$ cat config.mk
export PLATFORM = sky130hd
export DESIGN_NAME = sorted_priority_queue
export DESIGN_NICKNAME = d
export VERILOG_FILES = /design/src/sv/spq_pkg.sv /design/src/sv/spq_ctrl.sv /design/src/sv/spq_datapath.sv /design/src/sv/sorted_priority_queue.sv
export SDC_FILE = /design/constraint.sdc
export NUM_CORES = 1
export LEC_CHECK = 0
export BUFFER_PORTS_ARGS = -buffer_cell sky130_fd_sc_hd__buf_2
export CORE_MARGIN = 5
export CORE_UTILIZATION = 61
export DETAILED_ROUTE_END_ITERATION = 10
export PLACE_DENSITY_LB_ADDON = 0.25
export SLEW_MARGIN = 20
export SYNTH_ARGS = -nofsm -noshare
export SYNTH_HDL_FRONTEND = slang
export SYNTH_SLANG_ARGS = --single-unit
$ cat constraint.sdc
create_clock -name clock -period 10.5 [get_ports clock]
set_clock_uncertainty 0.2 [all_clocks]
set_input_delay 2.1 -clock clock [delete_from_list [all_inputs] [get_ports clock]]
set_output_delay 2.1 -clock clock [all_outputs]
set_load 0.005 [all_outputs]
$ cat src/sv/spq_pkg.sv
// Shared types, constants and helpers for the sorted priority queue.
package spq_pkg;

   localparam int QUEUE_DEPTH = 16;
   localparam int IDX_W       = (QUEUE_DEPTH > 1) ? $clog2(QUEUE_DEPTH) : 1;
   localparam int CNT_W       = $clog2(QUEUE_DEPTH + 1);
   localparam int KEY_W       = 16;
   localparam int ENTRY_CNT_W = 5;
   localparam int REQ_TDATA_W = 32;
   localparam int REQ_TUSER_W = 2;
   localparam int RSP_TDATA_W = 80;

   typedef enum logic [1:0] {
      MODE_INSERT = 2'd0,
      MODE_REMOVE = 2'd1,
      MODE_UPDATE = 2'd2,
      MODE_QUERY  = 2'd3
   } mode_type;

   typedef struct packed {
      logic [7:0]  prio;
      logic [15:0] exec;
      logic [7:0]  id;
   } entry_type;

   typedef struct packed {
      logic                   overflow;
      logic [ENTRY_CNT_W-1:0] entry_count;
      logic                   queue_empty;
      logic [7:0]             front_prio;
      logic [15:0]            front_exec;
      logic [7:0]             front_id;
      logic                   found;
      logic [7:0]             removed_prio;
      logic [15:0]            removed_exec;
      logic [7:0]             removed_id;
      logic                   removed_valid;
   } result_type;

   localparam int RESULT_W = $bits(result_type);

   typedef struct packed {
      logic start;
      logic walk;
      logic finish;
   } cmd_type;

   typedef struct packed {
      logic walk_done;
      logic out_free;
   } status_type;

   function automatic logic [KEY_W-1:0] key_of(input entry_type e, input logic by_prio);
      logic [KEY_W-1:0] k;
      k = by_prio ? {8'd0, e.prio} : e.exec;
      return k;
   endfunction

endpackage

$ cat src/sv/spq_ctrl.sv
// Sequencer for the sorted priority queue: accept, walk the store, finish.
module spq_ctrl (
   input  logic                clock,
   input  logic                reset,
   input  logic                req_tvalid,
   output logic                req_tready,
   output spq_pkg::cmd_type    cmd,
   input  spq_pkg::status_type status
);

   typedef enum logic [2:0] {
      S_IDLE   = 3'b001,
      S_WALK   = 3'b010,
      S_FINISH = 3'b100
   } state_type;

   state_type state_ff;
   state_type state_in;

   always_comb begin
      state_in   = state_ff;
      cmd        = '0;
      req_tready = 1'b0;
      case (state_ff)
         S_IDLE: begin
            req_tready = !reset;
            if (req_tvalid && !reset) begin
               cmd.start = 1'b1;
               state_in  = S_WALK;
            end
         end
         S_WALK: begin
            cmd.walk = 1'b1;
            if (status.walk_done) begin
               state_in = S_FINISH;
            end
         end
         S_FINISH: begin
            if (status.out_free) begin
               cmd.finish = 1'b1;
               state_in   = S_IDLE;
            end
         end
         default: begin
            state_in = S_IDLE;
         end
      endcase
   end

   always_ff @(posedge clock) begin
      if (reset) begin
         state_ff <= S_IDLE;
      end else begin
         state_ff <= state_in;
      end
   end

endmodule

$ cat src/sv/spq_datapath.sv
// Entry store, walk pointers, carry register and result register.
module spq_datapath (
   input  logic                                 clock,
   input  logic                                 reset,
   input  spq_pkg::cmd_type                     cmd,
   output spq_pkg::status_type                  status,
   input  logic                                 csr_wen,
   input  logic                                 csr_wdata,
   input  logic [spq_pkg::REQ_TUSER_W-1:0]      req_tuser,
   input  logic [spq_pkg::REQ_TDATA_W-1:0]      req_tdata,
   input  logic                                 rsp_tready,
   output logic                                 rsp_valid,
   output spq_pkg::result_type                  rsp_result
);

   spq_pkg::entry_type mem [spq_pkg::QUEUE_DEPTH];

   spq_pkg::mode_type   mode_ff, mode_in;
   spq_pkg::entry_type  new_ff, new_in;
   spq_pkg::entry_type  carry_ff, carry_in;
   spq_pkg::entry_type  removed_ff, removed_in;
   spq_pkg::entry_type  front_ff, front_in;
   spq_pkg::entry_type  rd_data_ff;
   spq_pkg::result_type rsp_ff, rsp_in;
   logic placing_ff, placing_in;
   logic found_ff, found_in;
   logic stop_ff, stop_in;
   logic ovf_ff, ovf_in;
   logic removed_valid_ff, removed_valid_in;
   logic rdv_ff, rdv_in;
   logic key_sel_ff, key_sel_in;
   logic rsp_valid_ff, rsp_valid_in;
   logic [spq_pkg::CNT_W-1:0] rd_idx_ff, rd_idx_in;
   logic [spq_pkg::CNT_W-1:0] count_ff, count_in;
   logic [spq_pkg::IDX_W-1:0] rd_addr_ff, rd_addr_in;

   logic                      rd_en;
   logic                      proc;
   logic                      id_hit;
   logic                      wr_en;
   logic [spq_pkg::IDX_W-1:0] wr_addr;
   spq_pkg::entry_type        wr_data;
   logic [spq_pkg::KEY_W-1:0] d_key;
   logic [spq_pkg::KEY_W-1:0] n_key;
   spq_pkg::entry_type        req_entry;

   assign req_entry = '{prio: req_tdata[31:24], exec: req_tdata[23:8], id: req_tdata[7:0]};
   assign rd_en  = cmd.walk && !stop_ff && !ovf_ff && (rd_idx_ff < count_ff);
   assign proc   = rdv_ff && !stop_ff;
   assign id_hit = (rd_data_ff.id == new_ff.id);
   assign d_key  = spq_pkg::key_of(rd_data_ff, key_sel_ff);
   assign n_key  = spq_pkg::key_of(new_ff, key_sel_ff);

   assign status.walk_done = !rdv_ff && (stop_ff || ovf_ff || (rd_idx_ff >= count_ff));
   assign status.out_free  = !rsp_valid_ff || rsp_tready;

   always_comb begin
      wr_en      = 1'b0;
      wr_addr    = rd_addr_ff;
      wr_data    = carry_ff;
      carry_in   = carry_ff;
      placing_in = placing_ff;
      found_in   = found_ff;
      stop_in    = stop_ff;
      count_in   = count_ff;
      if (cmd.finish) begin
         if (mode_ff == spq_pkg::MODE_INSERT && !ovf_ff) begin
            wr_en    = 1'b1;
            wr_addr  = count_ff[spq_pkg::IDX_W-1:0];
            wr_data  = carry_ff;
            count_in = count_ff + spq_pkg::CNT_W'(1);
         end else if (mode_ff == spq_pkg::MODE_REMOVE && removed_valid_ff) begin
            count_in = count_ff - spq_pkg::CNT_W'(1);
         end
      end else if (proc) begin
         case (mode_ff)
            spq_pkg::MODE_INSERT: begin
               if (placing_ff || (d_key > n_key)) begin
                  wr_en      = 1'b1;
                  wr_data    = carry_ff;
                  carry_in   = rd_data_ff;
                  placing_in = 1'b1;
               end
            end
            spq_pkg::MODE_REMOVE: begin
               wr_en   = 1'b1;
               wr_addr = rd_addr_ff - spq_pkg::IDX_W'(1);
               wr_data = rd_data_ff;
            end
            spq_pkg::MODE_UPDATE: begin
               if (id_hit) begin
                  wr_en    = 1'b1;
                  wr_data  = '{prio: rd_data_ff.prio, exec: new_ff.exec, id: rd_data_ff.id};
                  found_in = 1'b1;
                  stop_in  = 1'b1;
               end
            end
            spq_pkg::MODE_QUERY: begin
               if (id_hit) begin
                  found_in = 1'b1;
                  stop_in  = 1'b1;
               end
            end
            default: begin
               stop_in = 1'b1;
            end
         endcase
      end
      front_in = (wr_en && wr_addr == '0) ? wr_data : front_ff;
   end

   always_comb begin
      mode_in          = mode_ff;
      new_in           = new_ff;
      ovf_in           = ovf_ff;
      removed_in       = removed_ff;
      removed_valid_in = removed_valid_ff;
      rd_idx_in        = rd_idx_ff;
      rd_addr_in       = rd_addr_ff;
      rdv_in           = rd_en;
      if (cmd.start) begin
         mode_in          = spq_pkg::mode_type'(req_tuser);
         new_in           = req_entry;
         ovf_in           = (req_tuser == spq_pkg::MODE_INSERT) &&
                            (count_ff == spq_pkg::CNT_W'(spq_pkg::QUEUE_DEPTH));
         removed_in       = front_ff;
         removed_valid_in = (req_tuser == spq_pkg::MODE_REMOVE) && (count_ff != '0);
         rd_idx_in        = (req_tuser == spq_pkg::MODE_REMOVE) ? spq_pkg::CNT_W'(1) : '0;
      end else if (rd_en) begin
         rd_idx_in  = rd_idx_ff + spq_pkg::CNT_W'(1);
         rd_addr_in = rd_idx_ff[spq_pkg::IDX_W-1:0];
      end
   end

   always_comb begin
      rsp_in               = rsp_ff;
      rsp_valid_in         = rsp_valid_ff && !rsp_tready;
      key_sel_in           = csr_wen ? csr_wdata : key_sel_ff;
      if (cmd.finish) begin
         rsp_valid_in          = 1'b1;
         rsp_in.removed_valid  = removed_valid_ff;
         rsp_in.removed_id     = removed_valid_ff ? removed_ff.id : '0;
         rsp_in.removed_exec   = removed_valid_ff ? removed_ff.exec : '0;
         rsp_in.removed_prio   = removed_valid_ff ? removed_ff.prio : '0;
         rsp_in.found          = found_ff;
         rsp_in.queue_empty    = (count_in == '0);
         rsp_in.front_id       = (count_in == '0) ? '0 : front_in.id;
         rsp_in.front_exec     = (count_in == '0) ? '0 : front_in.exec;
         rsp_in.front_prio     = (count_in == '0) ? '0 : front_in.prio;
         rsp_in.entry_count    = spq_pkg::ENTRY_CNT_W'(count_in);
         rsp_in.overflow       = ovf_ff;
      end
   end

   always_ff @(posedge clock) begin
      if (wr_en) begin
         mem[wr_addr] <= wr_data;
      end
      if (rd_en) begin
         rd_data_ff <= mem[rd_idx_ff[spq_pkg::IDX_W-1:0]];
      end
   end

   always_ff @(posedge clock) begin
      if (reset) begin
         count_ff     <= '0;
         key_sel_ff   <= 1'b0;
         rsp_valid_ff <= 1'b0;
         rdv_ff       <= 1'b0;
         stop_ff      <= 1'b0;
      end else begin
         count_ff     <= count_in;
         key_sel_ff   <= key_sel_in;
         rsp_valid_ff <= rsp_valid_in;
         rdv_ff       <= rdv_in;
         stop_ff      <= cmd.start ? 1'b0 : stop_in;
      end
   end

   always_ff @(posedge clock) begin
      mode_ff          <= mode_in;
      new_ff           <= new_in;
      carry_ff         <= cmd.start ? req_entry : carry_in;
      placing_ff       <= cmd.start ? 1'b0 : placing_in;
      found_ff         <= cmd.start ? 1'b0 : found_in;
      ovf_ff           <= ovf_in;
      removed_ff       <= removed_in;
      removed_valid_ff <= removed_valid_in;
      rd_idx_ff        <= rd_idx_in;
      rd_addr_ff       <= rd_addr_in;
      front_ff         <= front_in;
      rsp_ff           <= rsp_in;
   end

   assign rsp_valid  = rsp_valid_ff;
   assign rsp_result = rsp_ff;

endmodule

$ cat src/sv/sorted_priority_queue.sv
// Top level of the sorted priority queue: sequencer, datapath and stream ports.
//
//   channel   direction  handshake              payload
//   req       in         req_tvalid/req_tready  tuser mode; tdata id, exec, prio
//   rsp       out        rsp_tvalid/rsp_tready  tdata result fields
//   csr       in         csr_wen                csr_wdata order_by_priority
//
// An item is accepted only once the previous one has finished. The walk reads one store
// entry per cycle through the single read port into a read data register. Reset clears
// the entry count, the key select and the result valid.
// A new item is accepted while a result waits; its finish stalls until rsp is free.
module sorted_priority_queue (
   input  logic                               clock,
   input  logic                               reset,
   input  logic                               req_tvalid,
   output logic                               req_tready,
   input  logic [spq_pkg::REQ_TUSER_W-1:0]    req_tuser,  // mode[1:0]
   input  logic [spq_pkg::REQ_TDATA_W-1:0]    req_tdata,  // process_id, exec_time, prio
   output logic                               rsp_tvalid,
   input  logic                               rsp_tready,
   // removed_valid, removed_id, removed_exec, removed_prio, found, front_id,
   // front_exec, front_prio, queue_empty, entry_count, overflow, zero pad
   output logic [spq_pkg::RSP_TDATA_W-1:0]    rsp_tdata,
   input  logic                               csr_wen,
   input  logic                               csr_wdata
);

   spq_pkg::cmd_type    cmd;
   spq_pkg::status_type status;
   spq_pkg::result_type rsp_result;

   spq_ctrl u_ctrl (
      .clock      (clock),
      .reset      (reset),
      .req_tvalid (req_tvalid),
      .req_tready (req_tready),
      .cmd        (cmd),
      .status     (status)
   );

   spq_datapath u_datapath (
      .clock      (clock),
      .reset      (reset),
      .cmd        (cmd),
      .status     (status),
      .csr_wen    (csr_wen),
      .csr_wdata  (csr_wdata),
      .req_tuser  (req_tuser),
      .req_tdata  (req_tdata),
      .rsp_tready (rsp_tready),
      .rsp_valid  (rsp_tvalid),
      .rsp_result (rsp_result)
   );

   assign rsp_tdata = {(spq_pkg::RSP_TDATA_W - spq_pkg::RESULT_W)'(0), rsp_result};

   a_one_item: assert property (@(posedge clock) disable iff (reset)
      req_tvalid && req_tready |=> !req_tready)
      else $error("item accepted during a walk");

   a_pop_no_ovf: assert property (@(posedge clock) disable iff (reset)
      rsp_tvalid |-> !(rsp_result.removed_valid && rsp_result.overflow))
      else $error("pop and overflow in one result");

   a_found_held: assert property (@(posedge clock) disable iff (reset)
      rsp_tvalid && rsp_result.found |-> !rsp_result.queue_empty)
      else $error("id found in an empty queue");

   a_empty_count: assert property (@(posedge clock) disable iff (reset)
      rsp_tvalid && (spq_pkg::QUEUE_DEPTH < 32) |->
         (rsp_result.queue_empty == (rsp_result.entry_count == '0)))
      else $error("empty flag disagrees with count");

endmodule

## Word level (Yosys, flattened, before mapping)

Memory sizes are Yosys's and may differ from the RTL's. A register that Yosys moved wholly into a read port is not among the register bits.
Cells that the tools add are included.

- Flip-flop bits (word level): 228
- RAM bits: 512
- Input bits: 40
- Output and inout port bits: 82
- Logic and storage cells: 138
- Memories kept: 1

- Add/sub/neg operators: 4
- Magnitude comparators: 3
- Eq/ne operators: 13
- Muxes and demuxes: 41
- Bitwise gates (word level): 2
- Reductions and logical operators: 38

Memories:

| name | depth | width | rd ports | clocked after memory_dff | write ports | RTL line | source |
|---|---|---|---|---|---|---|---|
| u_datapath.mem | 16 | 32 | 1 | 1 | 1 | spq_datapath.sv:16 | `spq_pkg::entry_type mem [spq_pkg::QUEUE_DEPTH];` |

Operator list:

| operator | count |
|---|---|
| 32-bit 2-to-1 mux | 9 |
| 32-bit one-hot mux with 2 select lines | 1 |
| 16-bit 2-to-1 mux | 2 |
| 5-bit 2-to-1 mux | 5 |
| 16-bit > comparator | 1 |
| 4-bit 2-to-1 mux | 4 |
| 1-bit 2-to-1 mux | 15 |
| 1-bit logical AND | 12 |
| 4-bit AND reduction | 3 |
| 5-bit by 1-bit adder with 5-bit output (second input constant) | 2 |
| 3-bit 2-to-1 mux | 3 |
| 3-bit one-hot mux with 3 select lines | 1 |
| 8-bit equality test | 1 |
| 2-bit nonzero test | 4 |
| 1-bit logical NOT | 6 |
| 2-bit inequality test (second input constant) | 3 |
| 5-bit equality test (second input constant) | 1 |
| 5-bit >= comparator | 1 |
| 5-bit logical NOT | 1 |
| 5-bit less-than comparator | 1 |
| 5-bit nonzero test | 1 |
| 5-bit by 1-bit subtractor with 5-bit output (second input constant) | 1 |
| 2-bit by 1-bit equality test with 1-bit output (second input constant) | 2 |
| 2-bit equality test (second input constant) | 2 |
| 13 further kinds | 19 |

## Logic depth before layout (Yosys ltp)

- Word-level depth: 9
- Mapped depth: 13
- Depth with buffers taken out: 9

## Hierarchy

From an unflattened synthesis, not the netlist that was laid out.

- Cells, all modules: 1532
- Area total of the unflattened synthesis: 30414.2 sq um

By module, submodules not included:

| module | instances | cells each | area an instance (sq um) | seq. area each (sq um) |
|---|---|---|---|---|
| spq_datapath | 1 | 1505 | 30161.4 | 22661.7 |
| spq_ctrl | 1 | 19 | 196.4 | 60.1 |
| sorted_priority_queue | 1 | 8 | 56.3 | 0.0 |

## Least setup slack after synthesis

Ideal clock, no wire load.

- Path kind: in2reg
- From: in rsp_tready
- To: mem u_datapath.mem[5][0] (netlist bit) (enable)
- Library setup time: 0.501 ns
- Arrival time: 7.286 ns
- Data required time: 9.799 ns
- Setup slack: 2.513 ns
- Stages on the path: 8
- Path buffers: 1
- Path through: nand2b_1 -> nand2_2 -> inv_2 -> o21bai_1 -> a221oi_2 -> clkbuf_1 -> inv_1 -> nor4_1

RTL lines:

| item | RTL line | source |
|---|---|---|
| start, declared | sorted_priority_queue.sv:20 | `input logic rsp_tready,` |
| end, declared | spq_datapath.sv:16 |  |

==> qor.csv <==
stage,metric,value,unit
drt,DRC errors left,0,
drt,DR WL/cell,27.39,µm
sta,Final Setup Violations,0,
cts,register clock-pin slew on the reported worst setup and hold paths,0.06,ns
cts,clk buf depth,3,
critical_path,reg2reg setup slack,5.77,ns
place,IO buf count,114,
finish,share of cells above drive strength 1,25.22,%
job,maxcap violations,0,
synth,mapped cell area,30550,µm²
outcome,status,completed,
drt,topmost layer with routed signal wires,met4,
critical_path,Crit Path Category,primary input to flip-flop,
global_route,total track usage,25.59,%
synth,fraction of registers with async set/reset,0,%
drt,via density per instance,6.396,
global_route,first-pass GRT wire length,102300,µm
drt,first-pass detailed-route iteration total,5,
critical_path,FF-to-FF Start,u_datapath.key_sel_ff,
drt,met2 wire len,33650,µm
floorplanning,Core Rows,82,
global_route,largest net degree at the start of global routing,133,
synth,Syn. warnings,0,
cts,TritonCTS Buffers,75,
floorplanning,I/O pin total,122,
cts,Post-CTS Resized,0,
critical_path,Critical Path AT,5.57,ns
pwr,Leak,11.33,nW
place,Post-Place Worst Slack,4.332,ns
pwr,Pwr Total,0.006359,W
finish,fin cells,2504,
place,placed cells,2361,
floorplanning,Initial Util,61.27,%
hold_path,Worst Hold Launch,u_datapath.front_ff[25],
drt,Starting DRT DRC Count,1943,
synth,"Avg Cell Area, Syn",18.73,µm²
hold_path,Worst Hold Path Cells,0,
cts,H-tree Lvls,3,
synth,flop and latch count out of synthesis,772,
critical_path,Setup crit end kind,flip-flop,
critical_path,Reg-to-Reg End,u_datapath.mem[11][18],
finish,most frequent cells in the layout,"edfxtp_1 (726), mux4_2 (160), nand2_1 (123), buf_2 (117), clkbuf_16 (75)",
pwr,Peak VDD IR,0.1168,mV
sta,final period utilization,52.71,%
sta,fin crit period,5.535,ns
sta,RSZ-0062 raised after global routing,no,
synth,Mapped Cells,1631,
drt,met1 wire length,26470,µm
synth,sequential fraction of the synthesis area,74.37,%
hold_path,worst hold endpoint,u_datapath.removed_ff[25],
sta,max frequency,180.7,MHz
floorplanning,Die W,233.8,µm
cts,Sink Count,772,
critical_path,CP max FO,77,
cts,CTS tree,built,
drt,met3 wire len,6690,µm
cts,Post-CTS Setup Inserts,0,
floorplanning,full die area,54660,µm²
finish,Final Cell Area,34450,µm²
cts,Worst-Skew Late Latency,0.62,ns
drt,Final ANT Viol Nets,0,
place,RePlAce Congestion,0.8300,
finish,diode count,0,
place,DP Area,31930,µm²
global_route,vias in the first global route,16020,
floorplanning,Chip Height,233.8,µm
global_route,grt total ovfl,0,
global_route,initial antenna violation count,0,
synth,Cell variety after synth,62,
sta,Final Hold Viols,0,
synth,number of synthesized flops with an enable pin,726,
finish,"most common cell after layout, fill and taps aside",edfxtp_1,
cts,hold_buf cts,0,
hold_path,worst hold-check path type,flip-flop to flip-flop,
critical_path,kind of start point of the critical path,primary input,
critical_path,worst endpoint required time,10.53,ns
sta,Worst-Margin Slew,1.126,ns
sta,Setup TNS,0,ns
sta,Final Slew Violations,0,
synth,Synth Flop Type,edfxtp_1,
drt,final WL,68590,µm
critical_path,Reg2Reg Depth,13,
sta,final worst setup slack,4.965,ns
finish,area grow syn2layout,12.77,%
drt,via count,16020,
place,dpl hpwl,37570,µm
cts,CTS Root Cell,clkbuf_16,
finish,nets,1839,
sta,Rel. slew slack,24.91,%
pwr,Power Density,184.6,nW/µm²
floorplanning,core area,49860,µm²
worst max-delay path by stage:
stage                     startpoint                        end  slack, ns  cells after the start
after floorplan           rsp_tready       u_datapath.mem[5][0]       2.51                      8
after global placement    rsp_tready  u_datapath.rsp_result[46]       4.46                     11
after detailed placement  rsp_tready      u_datapath.mem[6][19]       4.33                     11
after CTS                 rsp_tready      u_datapath.mem[6][26]       4.95                     11
after global routing      rsp_tready  u_datapath.rsp_result[38]       4.74                     11
final                     rsp_tready      u_datapath.mem[6][14]       4.97                     11
state kept, by name, summed over array words and instances (netlist names), 2 cells and up:
name                   cells
u_datapath.removed_ff     32
u_datapath.rsp_result     73
u_datapath.front_ff       32
u_datapath.mem           512
u_datapath.mode_ff         2
u_datapath.rd_addr_ff      4
u_datapath.carry_ff       32
u_ctrl.state_ff            3
u_datapath.new_ff         32
u_datapath.rd_data_ff     32
u_datapath.count_ff        5
u_datapath.rd_idx_ff       5
area by class of cell:
cell class / count / area, µm²
repair buffers: 152 / 873.3
multi-input cells: 715 / 7317
clock inverters: 46 / 521.8
inverters: 53 / 201.4
well taps: 672 / 840.8
clock buffers: 94 / 1978
flip-flops and latches: 772 / 22720
fillers: 3041 / 15410
cells by family (layout without fill, tap and decap cells):
group           Yosys count  count (layout)  synth area share (%)
compound gates          194             194                 4.673
xor+xnor                 15              15                0.4300
fa+ha+maj                30              30                 1.229
buf+inv                 150             345                 2.228
flops                   772             772                 74.37
mux                     178             178                 12.42
other cells               1               7               0.01227
simple gates            291             291                 4.644
routing by layer:
metal,global-route usage [%],up-vias
met2,41.08,907
met3,5.969,129
met5,0,-
li1,-,6844
met1,35.79,8135
met4,8.038,0
metrics by stage:
step	utilization [%]	hold slack (ns)
finish	69.10	0.2369
CTS	69.06	0.2335
global placement	64.04	0.2149
detailed placement	64.04	0.2164
global route	69.10	0.2419
floorplan	-	0.2090
power breakdown:
group / switching (W) / internal, W
logic: 0.000157 / 0.000105
registers: 0.0000108 / 0.00339
clock network: 0.00113 / 0.00157
critical path: stages:
cell and delay, ns:
buf_2 0.08, nand2b_1 0.20, nand2_2 0.23, inv_2 0.09
buf_4 0.72, o21bai_1 0.24, a221oi_4 0.25, buf_4 0.45
inv_1 0.24, nor4_2 0.29, buf_4 0.62
synthesized netlist by cell type, types with 12 or more instances:
cell	number	area, µm²
inv_1	52	195.2
mux4_2	160	3603
nor2b_1	17	106.4
a22o_1	16	140.1
nand3_1	12	60.06
nand2b_1	14	87.58
a211oi_1	32	240.2
clkbuf_1	54	202.7
nor4_1	13	81.33
dfxtp_1	46	920.9
a221oi_1	17	148.9
a41oi_1	33	289.0
a22oi_1	18	135.1
buf_1	15	56.30
nand2_1	123	461.7
ha_1	30	375.4
edfxtp_1	726	21800
nor2_1	48	180.2
and2_1	33	206.5
a21oi_1	50	250.2
Power figures use the tool's default switching activity.
